`src/rtl/sat_pkg.sv`:
```
// sat_pkg: shared widths, constants, state and command types of the sine block
// used by sat_mul, sat_dp, sat_ctrl and sine_adaptive_taylor
`default_nettype none

package sat_pkg;

	// port field widths
	localparam int unsigned ANG_W  = 32;
	localparam int unsigned EPS_W  = 10;
	localparam int unsigned SIN_W  = 32;
	localparam int unsigned TU_W   = 5;

	// internal fixed-point widths, all Q.50 magnitudes unless noted
	localparam int unsigned Q_SH    = 30;             // Q12.20 to Q.50
	localparam int unsigned R_W     = ANG_W + Q_SH;   // |angle| in Q.50
	localparam int unsigned X_W     = 53;             // reduced angle, below 2*pi
	localparam int unsigned X2_W    = 56;             // x squared, below 40
	localparam int unsigned T_W     = 57;             // term magnitude, below 82
	localparam int unsigned P_W     = 62;             // term times x squared, below 3300
	localparam int unsigned SUM_W   = 60;             // signed partial sum, below 268
	localparam int unsigned OP_W    = 64;             // multiplier operand
	localparam int unsigned HALF_W  = OP_W / 2;       // one partial product operand
	localparam int unsigned ACC_W   = 2 * OP_W;       // full product
	localparam int unsigned FRAC_SH = 50;
	localparam int unsigned OUT_SH  = 20;             // Q.50 to Q1.30

	localparam int unsigned RED_STEPS = 9;            // quotient of the reduction < 512

	localparam logic [X_W-1:0]   TWO_PI_Q50 = 53'd7074237752028440;
	localparam logic [ACC_W-1:0] ROUND50    = ACC_W'(1) << (FRAC_SH - 1);
	localparam logic [SIN_W-1:0] ONE_Q30    = 32'h4000_0000;
	localparam logic [EPS_W-1:0] EPS_RESET  = 10'd11;

	typedef enum logic [3:0] {
		S_IDLE,
		S_REDUCE,
		S_FOLD,
		S_SQ_GO,
		S_SQ_WAIT,
		S_TM_GO,
		S_TM_WAIT,
		S_DV_GO,
		S_DV_WAIT,
		S_ACC,
		S_ROUND,
		S_DONE
	} sat_state_t;

	// multiplier operand selection
	typedef enum logic [1:0] {
		MOP_SQUARE,
		MOP_TERM,
		MOP_RECIP
	} sat_mop_t;

	typedef struct packed {
		logic     load;
		logic     red_step;
		logic     fold;
		logic     mul_go;
		sat_mop_t mop;
		logic     ld_x2;
		logic     ld_num;
		logic     ld_term;
		logic     add_term;
		logic     next_term;
		logic     round;
		logic     out_load;
	} sat_cmd_t;

	typedef struct packed {
		logic red_last;
		logic mul_done;
		logic term_small;
		logic at_limit;
		logic out_free;
	} sat_sts_t;

endpackage

`default_nettype wire

```
`src/rtl/sat_mul.sv`:
```
// sat_mul: shared 64x64 multiplier built from one 32x32 multiplier,
// four partial products in turn; uses sat_pkg
`default_nettype none

module sat_mul import sat_pkg::*; (
	input  logic             clk,
	input  logic             arst_n,
	input  logic             start,
	input  logic             rnd,
	input  logic [OP_W-1:0]  op_a,
	input  logic [OP_W-1:0]  op_b,
	output logic             done,
	output logic [ACC_W-1:0] acc
);

	logic [OP_W-1:0]   a_q;
	logic [OP_W-1:0]   b_q;
	logic [1:0]        cnt_q;
	logic              run_q;
	logic [OP_W-1:0]   pp_s1;
	logic [1:0]        sh_s1;
	logic              vld_s1;
	logic              last_s1;
	logic              done_q;
	logic [ACC_W-1:0]  acc_q;
	logic [HALF_W-1:0] a_half;
	logic [HALF_W-1:0] b_half;
	logic [ACC_W-1:0]  pp_ext;

	assign a_half = cnt_q[0] ? a_q[OP_W-1:HALF_W] : a_q[HALF_W-1:0];
	assign b_half = cnt_q[1] ? b_q[OP_W-1:HALF_W] : b_q[HALF_W-1:0];

	always_comb begin
		unique case (sh_s1)
			2'd0:    pp_ext = ACC_W'(pp_s1);
			2'd1:    pp_ext = ACC_W'(pp_s1) << HALF_W;
			2'd2:    pp_ext = ACC_W'(pp_s1) << OP_W;
			default: pp_ext = '0;
		endcase
	end

	always_ff @(posedge clk or negedge arst_n) begin
		if (!arst_n) begin
			run_q   <= 1'b0;
			cnt_q   <= '0;
			vld_s1  <= 1'b0;
			last_s1 <= 1'b0;
			done_q  <= 1'b0;
		end else begin
			if (start) begin
				run_q <= 1'b1;
				cnt_q <= '0;
			end else if (run_q) begin
				cnt_q <= cnt_q + 2'd1;
				if (cnt_q == 2'd3) begin
					run_q <= 1'b0;
				end
			end
			vld_s1  <= run_q;
			last_s1 <= run_q && (cnt_q == 2'd3);
			done_q  <= vld_s1 && last_s1;
		end
	end

	always_ff @(posedge clk) begin
		if (start) begin
			a_q   <= op_a;
			b_q   <= op_b;
			acc_q <= rnd ? ROUND50 : '0;
		end else if (vld_s1) begin
			acc_q <= acc_q + pp_ext;
		end
		if (run_q) begin
			pp_s1 <= a_half * b_half;
			sh_s1 <= {1'b0, cnt_q[0]} + {1'b0, cnt_q[1]};
		end
	end

	assign done = done_q;
	assign acc  = acc_q;

endmodule

`default_nettype wire

```
`src/rtl/sat_dp.sv`:
```
// sat_dp: datapath of the sine block: range reduction, series terms,
// partial sum, rounding and output register; uses sat_pkg and sat_mul
`default_nettype none

module sat_dp import sat_pkg::*; #(
	parameter int unsigned MAX_TERMS = 16
) (
	input  logic                    clk,
	input  logic                    arst_n,
	input  sat_cmd_t                cmd,
	output sat_sts_t                sts,
	input  logic signed [ANG_W-1:0] angle,
	input  logic [EPS_W-1:0]        eps,
	input  logic                    out_ready,
	output logic                    out_valid,
	output logic signed [SIN_W-1:0] sine_value,
	output logic [TU_W-1:0]         terms_used,
	output logic                    converged
);

	localparam int unsigned IW   = $clog2(MAX_TERMS);
	localparam int unsigned LMAX = $clog2((2 * MAX_TERMS) * (2 * MAX_TERMS + 1));
	localparam int unsigned LW   = $clog2(LMAX + 1);
	localparam int unsigned RCW  = $clog2(RED_STEPS);

	// per-term constants: reciprocal of d = (2n)(2n+1), its shift and d/2
	logic [OP_W-1:0] rcp_tab  [MAX_TERMS];
	logic [LW-1:0]   sh_tab   [MAX_TERMS];
	logic [P_W-1:0]  half_tab [MAX_TERMS];

	for (genvar g = 0; g < MAX_TERMS; g++) begin : g_tab
		localparam int unsigned N1 = g + 1;
		localparam int unsigned D  = (2 * N1) * (2 * N1 + 1);
		localparam int unsigned L  = $clog2(D);
		localparam logic [ACC_W-1:0] DW  = ACC_W'(D);
		localparam logic [ACC_W-1:0] RCP = ((ACC_W'(1) << (P_W + L)) + DW - ACC_W'(1)) / DW;
		assign rcp_tab[g]  = RCP[OP_W-1:0];
		assign sh_tab[g]   = LW'(L);
		assign half_tab[g] = P_W'(N1 * (2 * N1 + 1));
	end

	// range reduction
	logic                 neg_q;
	logic [R_W-1:0]       rem_q;
	logic [R_W-1:0]       dv_q;
	logic [RCW-1:0]       red_cnt_q;
	logic [ANG_W-1:0]     abs_ang;
	logic [X_W-1:0]       xr;
	logic [X_W-1:0]       xf;

	// series
	logic [X_W-1:0]          x_q;
	logic [X2_W-1:0]         x2_q;
	logic [T_W-1:0]          t_q;
	logic [P_W-1:0]          num_q;
	logic signed [SUM_W-1:0] sum_q;
	logic signed [SUM_W-1:0] t_ext;
	logic [IW-1:0]           idx_q;
	logic                    conv_q;
	logic [T_W-1:0]          thr;
	logic [ACC_W-P_W-1:0]    q_hi;

	// multiplier hookup
	logic [OP_W-1:0]  mul_a;
	logic [OP_W-1:0]  mul_b;
	logic             mul_done;
	logic [ACC_W-1:0] mul_acc;

	// rounding and output
	logic [SUM_W-1:0]        mag;
	logic [SUM_W-1:0]        mag_r;
	logic [SUM_W-OUT_SH-1:0] rmag;
	logic [SIN_W-1:0]        satm;
	logic [SIN_W-1:0]        res;
	logic signed [SIN_W-1:0] res_q;
	logic [IW:0]             used;
	logic                    out_valid_q;
	logic signed [SIN_W-1:0] sine_q;
	logic [TU_W-1:0]         used_q;
	logic                    conv_out_q;

	assign abs_ang = angle[ANG_W-1] ? ANG_W'(-angle) : ANG_W'(angle);
	assign xr      = rem_q[X_W-1:0];
	assign xf      = (neg_q && (xr != '0)) ? (TWO_PI_Q50 - xr) : xr;

	always_comb begin
		unique case (cmd.mop)
			MOP_SQUARE: begin
				mul_a = OP_W'(x_q);
				mul_b = OP_W'(x_q);
			end
			MOP_TERM: begin
				mul_a = OP_W'(t_q);
				mul_b = OP_W'(x2_q);
			end
			MOP_RECIP: begin
				mul_a = OP_W'(num_q);
				mul_b = rcp_tab[idx_q];
			end
			default: begin
				mul_a = '0;
				mul_b = '0;
			end
		endcase
	end

	sat_mul u_mul (
		.clk    (clk),
		.arst_n (arst_n),
		.start  (cmd.mul_go),
		.rnd    (cmd.mop != MOP_RECIP),
		.op_a   (mul_a),
		.op_b   (mul_b),
		.done   (mul_done),
		.acc    (mul_acc)
	);

	assign q_hi  = mul_acc[ACC_W-1:P_W] >> sh_tab[idx_q];
	assign t_ext = signed'(SUM_W'(t_q));
	assign thr   = T_W'(eps) << OUT_SH;

	assign mag   = sum_q[SUM_W-1] ? SUM_W'(-sum_q) : SUM_W'(sum_q);
	assign mag_r = mag + (SUM_W'(1) << (OUT_SH - 1));
	assign rmag  = mag_r[SUM_W-1:OUT_SH];
	assign satm  = (rmag > (SUM_W-OUT_SH)'(ONE_Q30)) ? ONE_Q30 : SIN_W'(rmag);
	assign res   = sum_q[SUM_W-1] ? SIN_W'(-satm) : satm;
	assign used  = (IW+1)'(idx_q) + (IW+1)'(1);

	always_ff @(posedge clk or negedge arst_n) begin
		if (!arst_n) begin
			red_cnt_q   <= '0;
			idx_q       <= '0;
			out_valid_q <= 1'b0;
		end else begin
			if (cmd.load) begin
				red_cnt_q <= '0;
			end else if (cmd.red_step) begin
				red_cnt_q <= red_cnt_q + RCW'(1);
			end
			if (cmd.fold) begin
				idx_q <= '0;
			end else if (cmd.next_term) begin
				idx_q <= idx_q + IW'(1);
			end
			if (cmd.out_load) begin
				out_valid_q <= 1'b1;
			end else if (out_ready) begin
				out_valid_q <= 1'b0;
			end
		end
	end

	always_ff @(posedge clk) begin
		if (cmd.load) begin
			neg_q <= angle[ANG_W-1];
			rem_q <= {abs_ang, Q_SH'(0)};
			dv_q  <= R_W'(TWO_PI_Q50) << (RED_STEPS - 1);
		end else if (cmd.red_step) begin
			if (rem_q >= dv_q) begin
				rem_q <= rem_q - dv_q;
			end
			dv_q <= dv_q >> 1;
		end
		if (cmd.fold) begin
			x_q   <= xf;
			t_q   <= T_W'(xf);
			sum_q <= signed'(SUM_W'(xf));
		end else begin
			if (cmd.ld_term) begin
				t_q <= q_hi[T_W-1:0];
			end
			if (cmd.add_term) begin
				// odd n subtracts
				sum_q  <= idx_q[0] ? (sum_q + t_ext) : (sum_q - t_ext);
				conv_q <= (t_q <= thr);
			end
		end
		if (cmd.ld_x2) begin
			x2_q <= mul_acc[FRAC_SH +: X2_W];
		end
		if (cmd.ld_num) begin
			num_q <= mul_acc[FRAC_SH +: P_W] + half_tab[idx_q];
		end
		if (cmd.round) begin
			res_q <= signed'(res);
		end
		if (cmd.out_load) begin
			sine_q     <= res_q;
			used_q     <= TU_W'(used);
			conv_out_q <= conv_q;
		end
	end

	assign sts.red_last   = (red_cnt_q == RCW'(RED_STEPS - 1));
	assign sts.mul_done   = mul_done;
	assign sts.term_small = (t_q <= thr);
	assign sts.at_limit   = (idx_q == IW'(MAX_TERMS - 1));
	assign sts.out_free   = !out_valid_q || out_ready;

	assign out_valid  = out_valid_q;
	assign sine_value = sine_q;
	assign terms_used = used_q;
	assign converged  = conv_out_q;

endmodule

`default_nettype wire

```
`src/rtl/sat_ctrl.sv`:
```
// sat_ctrl: sequencer of the sine block, drives sat_dp by command struct
// and follows its status struct; uses sat_pkg
`default_nettype none

module sat_ctrl import sat_pkg::*; (
	input  logic     clk,
	input  logic     arst_n,
	input  logic     in_valid,
	output logic     in_ready,
	input  sat_sts_t sts,
	output sat_cmd_t cmd
);

	sat_state_t state_q;
	sat_state_t state_d;

	always_ff @(posedge clk or negedge arst_n) begin
		if (!arst_n) begin
			state_q <= S_IDLE;
		end else begin
			state_q <= state_d;
		end
	end

	always_comb begin
		state_d = state_q;
		unique case (state_q)
			S_IDLE:    if (in_valid) state_d = S_REDUCE;
			S_REDUCE:  if (sts.red_last) state_d = S_FOLD;
			S_FOLD:    state_d = S_SQ_GO;
			S_SQ_GO:   state_d = S_SQ_WAIT;
			S_SQ_WAIT: if (sts.mul_done) state_d = S_TM_GO;
			S_TM_GO:   state_d = S_TM_WAIT;
			S_TM_WAIT: if (sts.mul_done) state_d = S_DV_GO;
			S_DV_GO:   state_d = S_DV_WAIT;
			S_DV_WAIT: if (sts.mul_done) state_d = S_ACC;
			S_ACC: begin
				if (sts.term_small || sts.at_limit) begin
					state_d = S_ROUND;
				end else begin
					state_d = S_TM_GO;
				end
			end
			S_ROUND:   state_d = S_DONE;
			S_DONE:    if (sts.out_free) state_d = S_IDLE;
			default:   state_d = S_IDLE;
		endcase
	end

	always_comb begin
		cmd      = '0;
		in_ready = 1'b0;
		unique case (state_q)
			S_IDLE: begin
				in_ready = 1'b1;
				cmd.load = in_valid;
			end
			S_REDUCE:  cmd.red_step = 1'b1;
			S_FOLD:    cmd.fold = 1'b1;
			S_SQ_GO: begin
				cmd.mul_go = 1'b1;
				cmd.mop    = MOP_SQUARE;
			end
			S_SQ_WAIT: cmd.ld_x2 = sts.mul_done;
			S_TM_GO: begin
				cmd.mul_go = 1'b1;
				cmd.mop    = MOP_TERM;
			end
			S_TM_WAIT: cmd.ld_num = sts.mul_done;
			S_DV_GO: begin
				cmd.mul_go = 1'b1;
				cmd.mop    = MOP_RECIP;
			end
			S_DV_WAIT: cmd.ld_term = sts.mul_done;
			S_ACC: begin
				cmd.add_term  = 1'b1;
				cmd.next_term = !(sts.term_small || sts.at_limit);
			end
			S_ROUND:   cmd.round = 1'b1;
			S_DONE:    cmd.out_load = sts.out_free;
			default:   cmd = '0;
		endcase
	end

endmodule

`default_nettype wire

```
`src/rtl/sine_adaptive_taylor.sv`:
```
// sine_adaptive_taylor: top level of the adaptive Taylor-series sine block
// holds the epsilon register; uses sat_pkg, sat_ctrl and sat_dp
//
// Takes a signed Q12.20 angle, reduces it modulo 2*pi into [0, 2*pi) with a
// restoring shift-and-subtract, then sums the sine series
// one term at a time, each term being the previous one times x^2/((2n)(2n+1))
// with alternating sign. Both steps of a term go through one shared 32x32
// multiplier, four partial products per 64x64 product: first the previous
// term times x^2, then the rounded numerator times a constant reciprocal of
// (2n)(2n+1), which gives the exact rounded quotient. The sum stops after the
// first added term at or below epsilon_lsb result LSBs, or after MAX_TERMS
// terms; the result is rounded to Q1.30 and saturated to plus/minus one.
// One item is in work at a time; the time from the input transfer to
// out_valid grows with terms_used, as each term takes two products on the
// shared multiplier.
// A finished result sits in the output register, so the next angle is taken
// while the previous result waits for out_ready. epsilon_lsb is written
// through the cfg channel, which is always ready; write it only while idle.
`default_nettype none

module sine_adaptive_taylor import sat_pkg::*; #(
	parameter int unsigned MAX_TERMS = 16
) (
	input  logic                    clk,
	input  logic                    arst_n,
	// angle channel
	input  logic                    in_valid,
	output logic                    in_ready,
	input  logic signed [ANG_W-1:0] angle,
	// result channel
	output logic                    out_valid,
	input  logic                    out_ready,
	output logic signed [SIN_W-1:0] sine_value,
	output logic [TU_W-1:0]         terms_used,
	output logic                    converged,
	// epsilon register write channel
	input  logic                    cfg_valid,
	output logic                    cfg_ready,
	input  logic [EPS_W-1:0]        epsilon_lsb
);

	logic [EPS_W-1:0] eps_q;
	sat_cmd_t         cmd;
	sat_sts_t         sts;

	// stop threshold, one register, taken on every cfg transfer
	always_ff @(posedge clk or negedge arst_n) begin
		if (!arst_n) begin
			eps_q <= EPS_RESET;
		end else if (cfg_valid && cfg_ready) begin
			eps_q <= epsilon_lsb;
		end
	end

	assign cfg_ready = 1'b1;

	// sequencer
	sat_ctrl u_ctrl (
		.clk      (clk),
		.arst_n   (arst_n),
		.in_valid (in_valid),
		.in_ready (in_ready),
		.sts      (sts),
		.cmd      (cmd)
	);

	// reduction, series, rounding and output register
	sat_dp #(
		.MAX_TERMS (MAX_TERMS)
	) u_dp (
		.clk        (clk),
		.arst_n     (arst_n),
		.cmd        (cmd),
		.sts        (sts),
		.angle      (angle),
		.eps        (eps_q),
		.out_ready  (out_ready),
		.out_valid  (out_valid),
		.sine_value (sine_value),
		.terms_used (terms_used),
		.converged  (converged)
	);

	// an accepted angle takes the block out of idle for the next cycle
	a_busy_after_take: assert property (@(posedge clk) disable iff (!arst_n)
		(in_valid && in_ready) |=> !in_ready)
		else $error("input taken again right after a transfer");

	// saturation keeps the result within plus/minus one
	a_sat_range: assert property (@(posedge clk) disable iff (!arst_n)
		out_valid |-> ((sine_value <= 32'sh4000_0000) && (sine_value >= -32'sh4000_0000)))
		else $error("sine_value outside plus/minus one");

	// a result that did not converge used the full term budget
	a_limit_terms: assert property (@(posedge clk) disable iff (!arst_n)
		(out_valid && !converged) |-> (terms_used == TU_W'(MAX_TERMS)))
		else $error("unconverged result below the term limit");

endmodule

`default_nettype wire
```
`config.mk`:
```
export PLATFORM = sky130hd
export DESIGN_NAME = sine_adaptive_taylor
export DESIGN_NICKNAME = d
export VERILOG_FILES = /design/src/rtl/sat_pkg.sv /design/src/rtl/sat_mul.sv /design/src/rtl/sat_dp.sv /design/src/rtl/sat_ctrl.sv /design/src/rtl/sine_adaptive_taylor.sv
export SDC_FILE = /design/constraint.sdc
export NUM_CORES = 2
export LEC_CHECK = 0
export BUFFER_PORTS_ARGS = -buffer_cell sky130_fd_sc_hd__buf_2
export CELL_PAD_IN_SITES_DETAIL_PLACEMENT = 1
export CELL_PAD_IN_SITES_GLOBAL_PLACEMENT = 1
export CORE_MARGIN = 2
export CORE_UTILIZATION = 30
export CTS_CLUSTER_DIAMETER = 50
export DETAILED_ROUTE_END_ITERATION = 12
export PLACE_DENSITY = 0.6
export SYNTH_ARGS = -nofsm -noshare
export SYNTH_HDL_FRONTEND = slang
export SYNTH_HIERARCHICAL = 1
export SYNTH_SLANG_ARGS = --single-unit
```
`constraint.sdc`:
```
create_clock -name clk -period 21.8 [get_ports clk]
set_input_delay 2.18 -clock clk [delete_from_list [all_inputs] [get_ports clk]]
set_output_delay 2.18 -clock clk [all_outputs]
set_load 0.05 [all_outputs]
```
=== Yosys cells after proc, flatten, opt, wreduce, memory -nomap -nowiden ===
Memory sizes are Yosys's and may differ from the RTL's.
Cells that the tools add are included.

* Memories kept: 3
* Input port bits: 47
* Register bits after elaboration: 834
* Bits in read-only memories: 2080
* Word-level logic and storage cells: 162

{| class="wikitable"
|+ Memory list
! name !! words !! width !! read ports !! clocked after Yosys merged registers in !! wr ports !! line !! text
|-
| (no name shown) || 16 || 64 || 1 || 0 || 0 || sat_dp.sv:98 || <nowiki>mul_b = rcp_tab[idx_q];</nowiki>
|-
| (no name shown) || 16 || 62 || 1 || 0 || 0 || sat_dp.sv:182 || <nowiki>num_q <= mul_acc[FRAC_SH +: P_W] + half_tab[idx_q];</nowiki>
|-
| (no name shown) || 16 || 4 || 1 || 0 || 0 || sat_dp.sv:118 || <nowiki>assign q_hi = mul_acc[ACC_W-1:P_W] >> sh_tab[idx_q];</nowiki>
|}

* Reductions and logical operators: 23
* $lt $le $gt $ge: 4
* Multipliers: 1
* Shifts and indexed selects: 1
* Bitwise gates (word level): 2
* $add $sub $neg: 15
* Equality and inequality tests: 25
* Mux-type cells: 57

{| class="wikitable"
|+ Operators with widths
! cell !! count
|-
| 128-bit one-hot mux with 3 select lines || 1
|-
| 62-bit 2-to-1 mux || 5
|-
| 53-bit 2-to-1 mux || 5
|-
| 128-bit 2-to-1 mux || 2
|-
| 64-bit one-hot mux with 3 select lines || 1
|-
| 62-bit one-hot mux with 3 select lines || 1
|-
| 32-bit 2-to-1 mux || 5
|-
| 128-bit adder || 1
|-
| 64-bit 2-to-1 mux || 2
|-
| 60-bit 2-to-1 mux || 2
|-
| 66-bit by 4-bit right shift with 57-bit output || 1
|-
| 32-bit by 32-bit multiplier with 64-bit output || 1
|-
| 32-bit negation || 2
|-
| 62-bit adder || 1
|-
| 62-bit by 61-bit greater-or-equal comparator with 1-bit output || 1
|-
| 62-bit by 61-bit subtractor with 62-bit output || 1
|-
| 60-bit by 20-bit adder with 60-bit output, second input constant || 1
|-
| 60-bit by 58-bit adder with 60-bit output || 1
|-
| 60-bit negation || 1
|-
| 60-bit by 58-bit subtractor with 60-bit output || 1
|-
| 57-bit by 30-bit <= comparator with 1-bit output || 1
|-
| 53-bit nonzero test || 1
|-
| 53-bit subtractor, first input constant || 1
|-
| 4-bit 2-to-1 mux || 13
|-
| 29 further kinds || 76
|}

=== Longest topological paths before layout ===
* Word-level depth: 7
* Mapped depth: 34

=== Hierarchy ===
Netlist, hierarchy kept.

{| class="wikitable"
|+ By module, submodules not included
! module !! area each (µm²) !! cells each !! instances
|-
| sat_mul || 53189.8 || 5778 || 1
|-
| sat_dp || 37415.9 || 4349 || 1
|-
| sine_adaptive_taylor || 426.7 || 23 || 1
|-
| sat_ctrl || 411.6 || 61 || 1
|}

=== Least setup slack after synthesis ===
OpenSTA, ideal clock, no wires.

* Path kind: register to register
* From: register u_ctrl.state_q[1]
* To: register u_dp.u_mul.acc_q[0] (netlist: u_dp/u_mul/acc[0]), enable pin
* Stages on the path, launching flop included: 7
* Path buffers: 3
* Path slack: 9.309 ns
* Clock period less this slack: 12.491 ns
* Arrival time: 12.058 ns
* Data required time: 21.367 ns
* Cells stage by stage: dfrtp_1 -> buf_2 -> nor2_1 -> nor3_1 -> clkbuf_1 -> clkbuf_1 -> or2_2

{| class="wikitable"
|+ RTL lines
! what !! line !! text
|-
| start, declared || sat_ctrl.sv:14 || <nowiki>sat_state_t state_q;</nowiki>
|-
| start signal, assigned || sat_ctrl.sv:21 || <nowiki>state_q <= state_d;</nowiki>
|-
| end signal, assigned || sat_mul.sv:69 || <nowiki>acc_q <= rnd ? ROUND50 : '0;</nowiki>
|-
| end signal, assigned || sat_mul.sv:71 || <nowiki>acc_q <= acc_q + pp_ext;</nowiki>
|-
| end, declared || sat_mul.sv:25 || <nowiki>logic [ACC_W-1:0] acc_q;</nowiki>
|}

=== Worst setup path after layout ===
* From: register u_dp.u_mul.cnt_q[1]
* To: register u_dp.u_mul.pp_s1[59] (data pin)

* Cells in the longest elaborated chain, start to end: 2

{| class="wikitable"
|+ Ends and longest elaborated chain
! what !! line !! text
|-
| start, declared || sat_mul.sv:18 || <nowiki>logic [1:0] cnt_q;</nowiki>
|-
| start signal, assigned || sat_mul.sv:54 || <nowiki>cnt_q <= cnt_q + 2'd1;</nowiki>
|-
| 32-bit 2-to-1 mux || sat_mul.sv:31 || <nowiki>assign b_half = cnt_q[1] ? b_q[OP_W-1:HALF_W] : b_q[HALF_W-1:0];</nowiki>
|-
| 32-bit by 32-bit multiplier with 64-bit output || sat_mul.sv:74 || <nowiki>pp_s1 <= a_half * b_half;</nowiki>
|-
| end signal, assigned || sat_mul.sv:74 ||
|-
| end, declared || sat_mul.sv:20 || <nowiki>logic [OP_W-1:0] pp_s1;</nowiki>
|}

Every way passes these cells.
A chain may end at the register's enable or synchronous reset.

==> impl_metrics.env <==
export IMPL_antenna_left=0
export IMPL_dieArea_um2=309000
export IMPL_endpoint_kind="flop"
export IMPL_cts_root_buf="clkbuf_16"
export IMPL_relSlewSlack_pct=1.95
export IMPL_synthCells=10200
export IMPL_grt_pass1_wl_mm=565
export IMPL_synthFlopType="edfxtp_1"
export IMPL_fill_cells=35000
export IMPL_grt_overflow_total=0
export IMPL_io_pins=88
export IMPL_regArea_um2=23900
export IMPL_grt_setup_unrepaired="no"
export IMPL_path_buf_inv=4
export IMPL_cpLargestDelayFamily="adder cells"
export IMPL_antenna_found_initial=38
export IMPL_initial_core_util_pct=30.2
export IMPL_clkSinkCount=834
export IMPL_synth_area_um2=91400
export IMPL_min_period_over_period_pct=47.8
export IMPL_ys_types=108
export IMPL_async_reset_ff_share_pct=3.48
export IMPL_post_route_min_period_ps=10420
export IMPL_areaGrowthSynthToFinish_pct=10.5
export IMPL_tns_ps=0
export IMPL_clock_latency_ps=860
export IMPL_cp_common_cell="fa_1"
export IMPL_yosysTopAreaCell="edfxtp_1"
export IMPL_grtUsageTotal_pct=24.6
export IMPL_timing_fmax_mhz=96.0
export IMPL_cp_max_fo=53
export IMPL_startpoint_type="flop"
export IMPL_drt_iter0_markers=6710
export IMPL_grt_max_degree=163
export IMPL_drv_cap=0
export IMPL_cp_required_ps=22310
export IMPL_htree_levels=4
export IMPL_cts_setup_buffers=0
export IMPL_cts_hold_buf=0
export IMPL_dieWidth_um=556
export IMPL_globalplace_congestion=0.981
export IMPL_port_buffers=86
export IMPL_cpMaxStageDelayCell="mux2_2"
export IMPL_die_y_um=556
export IMPL_synth_top_area_share_pct=23.1
export IMPL_cts_buffers=144
export IMPL_wire_per_inst_um=27.3
export IMPL_synthTopCellsByArea="edfxtp_1 (23%), fa_1 (20%), ha_1 (7.6%)"
export IMPL_clk_pin_slew_worst_paths_ps=60
export IMPL_arrival_ps=10930
export IMPL_grt_pass1_vias=81600
export IMPL_ys_seq_area_share_pct=26.1
export IMPL_slew_violations=0
export IMPL_first_pass_iters=8
export IMPL_place_hpwl_mm=305
export IMPL_multi_input_area_um2=61800
export IMPL_yosys_warnings=6
export IMPL_final_cell_mix="nor2_1 (1307), inv_1 (1115), nand2_1 (1060), fa_1 (900), edfxtp_1 (703)"
export IMPL_rows=202
export IMPL_slowest_delay_ps=940
export IMPL_finClkSkew_ps=126
export IMPL_finalSetupViolations=0
export IMPL_vias=77200
export IMPL_drive_gt1_share_pct=7.06
export IMPL_crit_type="reg -> reg"
export IMPL_clockBufferDepth=4
export IMPL_final_hold_violation_count=0
export IMPL_worst_pin_slew_ps=1460
export IMPL_min_path_type="reg -> reg"
export IMPL_cts_tree="yes"
export IMPL_cts_resized=0
export IMPL_drt_wl_total_mm=386
export IMPL_final_common_cell="nor2_1"
export IMPL_coreArea_um2=303000
export IMPL_status="completed"
export IMPL_ys_ff_latch=834
export IMPL_syn_avg_cell_area_um2=8.96
export IMPL_vias_per_cell=5.46
export IMPL_nets=11600
export IMPL_synth_edff_count=703
export IMPL_drc=0
[stage by stage]
step	setup WS [ps]	std cells	instance area [um2]	util [%]	hold slack, ps
global route	10920	14100	101000	33.4	412
CTS	11450	14100	101000	33.4	403
detailed placement	11510	13900	96400	31.8	406
finish	11380	14100	101000	33.4	388
global placement	11640	13900	96400	31.8	408
floorplan	9310	10200	91500	-	400
[Yosys cell counts (105+ instances only)]
cell and instances:
o21ai_0 454, mux2i_1 319, nor3_1 128, inv_1 1117, fa_1 900, a21oi_1 659, and2_1 105, xnor2_1 300
nand3_1 117, edfxtp_1 703, nand4_1 138, xor2_1 262, clkbuf_1 448, nand2_1 1061, nor2_1 1312, a21o_1 197
ha_1 553
[cells by family (layout without fill, tap and decap cells)]
logic type,count (synthesis),count (layout),synth area share [%]
other,2,11,0.00821
multiplexers,411,411,4.67
AND/OR/NAND/NOR,3314,3314,16.1
flip-flops,834,834,26.1
adder cells (fa/ha/maj),1453,1453,27.3
AO/OA/AOI/OAI,1980,1980,13.5
XOR/XNOR,563,563,5.40
buffers and inverters,1654,1595,6.85
[worst register-to-register path: cells and delay by family (launching register included)]
family | cells | cell delay, ps
fa+ha+maj | 9 | 4730
compound gates | 10 | 2510
buf+inv | 4 | 1010
mux | 1 | 970
flops | 1 | 560
simple gates | 2 | 350
[worst paths after layout]
kind	cells after the start	slack (ps)	start	end
setup / recovery	26	11380	u_dp/u_mul/cnt_q[1]	u_dp/u_mul/pp_s1[59]
hold / removal	0	390	u_dp/res_q[30]	u_dp/sine_value[30]
setup reg to reg	26	11380	u_dp/u_mul/cnt_q[1]	u_dp/u_mul/pp_s1[59]
hold reg to reg	0	390	u_dp/res_q[30]	u_dp/sine_value[30]
max in group asynchronous	2	19690	arst_n	u_dp/u_mul/cnt_q[0]
min in group asynchronous	2	1490	arst_n	u_dp/idx_q[2]
[cell type report]
class,instances,area share [%]
antenna,7,0.0173
clock buffer,177,3.91
clock inverter,72,0.734
inverter,1119,4.16
multi-input combinational,7725,61.1
sequential,834,23.6
tap,3978,4.92
timing repair buffer,227,1.49
[registers in the layout, summed over array words and instances (netlist names), 57 cells and up]
register	count
u_dp/u_mul/acc	128
u_dp/u_mul/a_q	64
u_dp/u_mul/b_q	64
u_dp/u_mul/pp_s1	64
u_dp/num_q	62
u_dp/rem_q	62
u_dp/dv_q	61
u_dp/sum_q	60
u_dp/t_q	57
[layer usage]
metal / global-route usage (%) / wire, um / vias to the layer above
met5: 0 / 148 / -
met4: 10.4 / 18500 / 24
met3: 3.94 / 26600 / 679
met2: 38.9 / 173000 / 2538
met1: 33.3 / 168000 / 39700
li1: - / - / 34200
Power is left out: the tool's default activity adds up to more than one toggle a clock period on the data nets, which glitch-free logic cannot reach.
